File: src/rtl/ccf_ram.sv
module ccf_ram #(
	parameter int WIDTH = 32,
	parameter int DEPTH = 16,
	localparam int ADDR_W = (DEPTH > 1) ? $clog2(DEPTH) : 1
) (
	input  logic              clk,
	input  logic              wr_en,
	input  logic [ADDR_W-1:0] wr_addr,
	input  logic [WIDTH-1:0]  wr_data,
	input  logic              rd_en,
	input  logic [ADDR_W-1:0] rd_addr,
	output logic [WIDTH-1:0]  rd_data
);

	logic [WIDTH-1:0] mem [DEPTH];

	always_ff @(posedge clk) begin
		if (wr_en) begin
			mem[wr_addr] <= wr_data;
		end
		if (rd_en) begin
			rd_data <= mem[rd_addr];
		end
	end

endmodule
File: config.mk
export PLATFORM = sky130hd
export DESIGN_NAME = ccf_ram
export DESIGN_NICKNAME = d
export VERILOG_FILES = /design/src/rtl/ccf_ram.sv
export SDC_FILE = /design/constraint.sdc
export NUM_CORES = 1
export LEC_CHECK = 0
export BUFFER_PORTS_ARGS = -buffer_cell sky130_fd_sc_hd__buf_2
export CAP_MARGIN = 30
export CORE_AREA = 10 10 186 188
export CTS_CLUSTER_DIAMETER = 200
export DETAILED_ROUTE_END_ITERATION = 16
export DIE_AREA = 0 0 196 198
export PLACE_DENSITY = 0.9
export SYNTH_ARGS = -nofsm -noshare
export SYNTH_HDL_FRONTEND = slang
export SYNTH_SLANG_ARGS = --single-unit
export TNS_END_PERCENT = 1
File: constraint.sdc
create_clock -name clk -period 6 [get_ports clk]
set_input_delay 0 -clock clk [delete_from_list [all_inputs] [get_ports clk]]
set_output_delay 0 -clock clk [all_outputs]
set_load 0.005 [all_outputs]
==> metrics.md <==
| Metric | Value |
|---|---|
| Initial cell density of the core | 64.94% |
| Outcome | complete, no violations |
| Capture point of the worst reg-to-reg path | rd_data[29] |
| Endpoints failing hold | 0 |
| Final Max Tran Viols | 0 |
| Highest Clock Rate | roughly 470 MHz |
| Cells resized by post-CTS repair | 0 |
| Floorplan die width | a little under 200 um |
| Total of buffers placed on input and output ports | 74 |
| Nets | roughly 1000 |
| Setup clock skew after layout | roughly 12 ps |
| Cells after synthesis | approximately 840 |
| Core utilization of the finished layout | between 70% and 80% |
| Max-capacitance violation count | 0 |
| Max-slew headroom | 37.03% |
| Part of the power in registers | between 50 and 60% |
| Reg clk slew, reported paths | ~60 ps |
| Hold path depth | 4 |
| Detailed-routing iteration count for the pre-antenna-repair pass | 5 |
| Final worst-path cycle share | a little over a third |
| Cell-internal power | 0.006039 W |
| Maximum number of buffers from clock root to sink | 3 |
| TritonCTS clock tree | done |
| ANT cells | 0 |
| Cell seen most often among critical-path stages | buf_4 |
| Worst EP required | roughly 6300 ps |
| Post-synthesis cell type with the largest combined area | edfxtp_1 |
| Weighted congestion at the end of routability-driven global placement | about 0.73 |
| Worst setup slack for register-to-register paths | ~4500 ps |
| Largest net degree at the start of global routing | 66 |
| Syn. warnings | 0 |
| GRT overflow | 0 |
| Proportion of total power due to net switching | a little over 20% |
| Worst Min Path Start | rd_addr[2] |
| Tot GR Track Use | 24.51% |
| Critical Path Sink Type | register |
| Setup violation total in the final timing report | 0 |
| Drt wl/cell | 33.27 um |
| Number of nets still failing antenna checks after routing | 0 |
| Number of cells after detailed placement | ~1300 |
| Via count of the first global-routing pass | around 10000 |
| Number of design-rule violations left by the first detailed-router iteration | around 1400 |
| Worst-case reg-to-reg path depth | 3 |
| Average size of a mapped cell | around 24 sq um |
| Portion of total power attributed to combinational logic | under 10% |
| Sw Pwr | between 0.0015 and 0.002 W |
| Pre-CTS setup slack | about 3400 ps |
| Total number of vias | 9826 |
| WP data arrival | approximately 2400 ps |
| TritonCTS buffer count | 50 |
| DP Wirelength | 22160 um |
| Leak Pwr | about 7.4 nW |
| Post-CTS Setup Bufs | 0 |
| Sequential element share of the synthesized area | between 80% and 90% |
| Layout Area Growth over Synthesis | 14.06% |
| Clock group share of total power | 38.3% |
| First-pass GRT wire length | roughly 70000 um |
| Biggest fanout along the worst timing path | 65 |
| CTS H-tree depth | 2 |
| Flops & latches, synth | 544 |
| CP max-delay cell | buf_4 |
| Clock sink total | between 500 and 600 |
| R2R Path Start | mem[8][29] |
| Fraction of layout instances using a drive strength above 1 | 31.10% |
| Slew @ Worst Pin | about 940 ps |
| Routed wire length | 47180 um |
| Startpoint types | input pin |
| Die area | about 39000 sq um |
| Top-area cell type share of the netlist area | about four fifths |
| Post-route DRC violation count | 0 |
| Leading post-synthesis cells by cell area | edfxtp_1 (81%), mux4_2 (14%), a22oi_1 (2.4%), nand2_1 (0.61%), buf_4 (0.41%) |
| IO Pins | 75 |
| Syn nets | between 800 and 900 |
| Cell at the root of the clock tree | clkbuf_16 |
| Layout Cells excl Fill | 1418 |
| Final TNS setup | 0 ps |
| Unrepaired setup endpoints after global routing | no |
| Min-Delay Endpoint | rd_data[5] |
| Via density per instance | ~6.9 |
| Worst path cell trace | buf_4 -> buf_4 -> mux4_2 -> a22oi_1 -> nand2_1 |
| Count of distinct cell types in the synthesized netlist | 17 |
| Setup CP Type | input pin to register |
| Power per cell area | between 300 and 400 nW/um^2 |
| Largest vdd supply drop | roughly 230 uV |
| Site Rows | 65 |
| Die Y | about 200 um |
| Post-synthesis instance area | 20170 sq um |
| PnR worst setup slack | roughly 3900 ps |
| Hold/Removal Path Class | input pin to register |
| Clock insertion delay at the later pin of the skew report | approximately 570 ps |
| Fill cell total of the finished layout | approximately 1600 |
| Total core area | 31070 sq um |
| Final critical path time including I/O delays and setup | roughly 2100 ps |
| Antenna violations before repair | 0 |
| Delay of the slowest cell on the worst path | 860 ps |
area by class of cell:
cell class / count / area (sq um) / share of cell area (%)
Tap cell: 402 / 503.0 / 2.186
Multi-Input combinational cell: 251 / 3749 / 16.29
Clock inverter: 30 / 137.6 / 0.5981
Sequential cell: 544 / 16340 / 70.99
Timing Repair Buffer: 132 / 937.1 / 4.073
Clock buffer: 59 / 1349 / 5.862
worst max-delay path by stage:
stage / endpoint / cells past startpoint / startpoint
floorplan: mem[0][0] / 2 / wr_addr[2]
global placement: rd_data[2] / 5 / rd_addr[1]
detailed placement: rd_data[27] / 5 / rd_addr[1]
CTS: rd_data[27] / 5 / rd_addr[1]
global route: rd_data[29] / 5 / rd_addr[1]
finish: rd_data[27] / 5 / rd_addr[1]
routing by layer:
layer / GRT usage (%) / up-vias / wire [um]
li1: - / 3877 / -
met1: 32.62 / 5067 / 16380
met2: 40.01 / 746 / 24210
met3: 3.940 / 136 / 4829
met4: 10.52 / 0 / 1756
met5: 0 / - / 0
worst max-delay path: cells and delay by family:
kind,cells,cell delay (ps)
AOI/OAI and AO/OA,1,260
buffers and inverters,2,1540
muxes,1,420
and+or+nand+nor,1,120
cells in the mapped netlist (all sizes together):
| master | n |
|---|---|
| nand2 | 33 |
| mux4 | 128 |
| or3b | 1 |
| and2 | 1 |
| nand2b | 2 |
| a22oi | 64 |
| nand3b | 2 |
| edfxtp | 544 |
| nor2b | 2 |
| nor2 | 13 |
| buf | 26 |
| nand3 | 1 |
| clkbuf | 17 |
| nor3 | 4 |
through the flow:
step	total power [W]	cell area, sq um	hold slack [ps]
2_1_floorplan	0.004586	20170	98.87
3_3_place_gp	0.004723	21150	362.9
3_5_place_dp	0.004752	21190	383.8
4_1_cts	0.007657	23010	112.3
5_1_grt	0.007824	23010	138.6
6_report	0.007625	23010	118.9
power groups by stage:
| stage | clock network, W | registers (W) | logic, W |
|---|---|---|---|
| 6_report | 0.00292 | 0.00431 | 0.000389 |
| 5_1_grt | 0.00309 | 0.00431 | 0.000416 |
| 4_1_cts | 0.00295 | 0.00431 | 0.000391 |
| 3_5_place_dp | 0 | 0.00439 | 0.000363 |
| 3_3_place_gp | 0 | 0.00438 | 0.000342 |
| 2_1_floorplan | 0 | 0.00438 | 0.000204 |
cells by family after synthesis:
kind of cell / share of synthesized area, %
AO/OA/AOI/OAI: 2.382
buffers and inverters: 1.104
flip-flops: 80.97
multiplexers: 14.29
AND/OR/NAND/NOR: 1.253
registers in the layout (all words and copies together), names as in the netlist:
signal / count
mem: 512
rd_data: 32
cell usage in the layout (no fill, tap or decap), drive strengths merged:
master       instances
nor2b                2
nor2                13
or3b                 1
nand2               33
nand2b               2
mux4               128
clkinvlp             2
nand3b               2
nor3                 4
buf                 98
clkbuf              60
dlygate4sd3         33
nand3                1
a22oi               64
and2                 1
edfxtp             544
clkinv              28
what timing repair did:
action | in CTS | in global routing
hold buffers | 33 | 0
endpoints found under the hold margin | 523 | 0
setup endpoints to repair | 0 | 0
(Power assumes the default switching activity.)
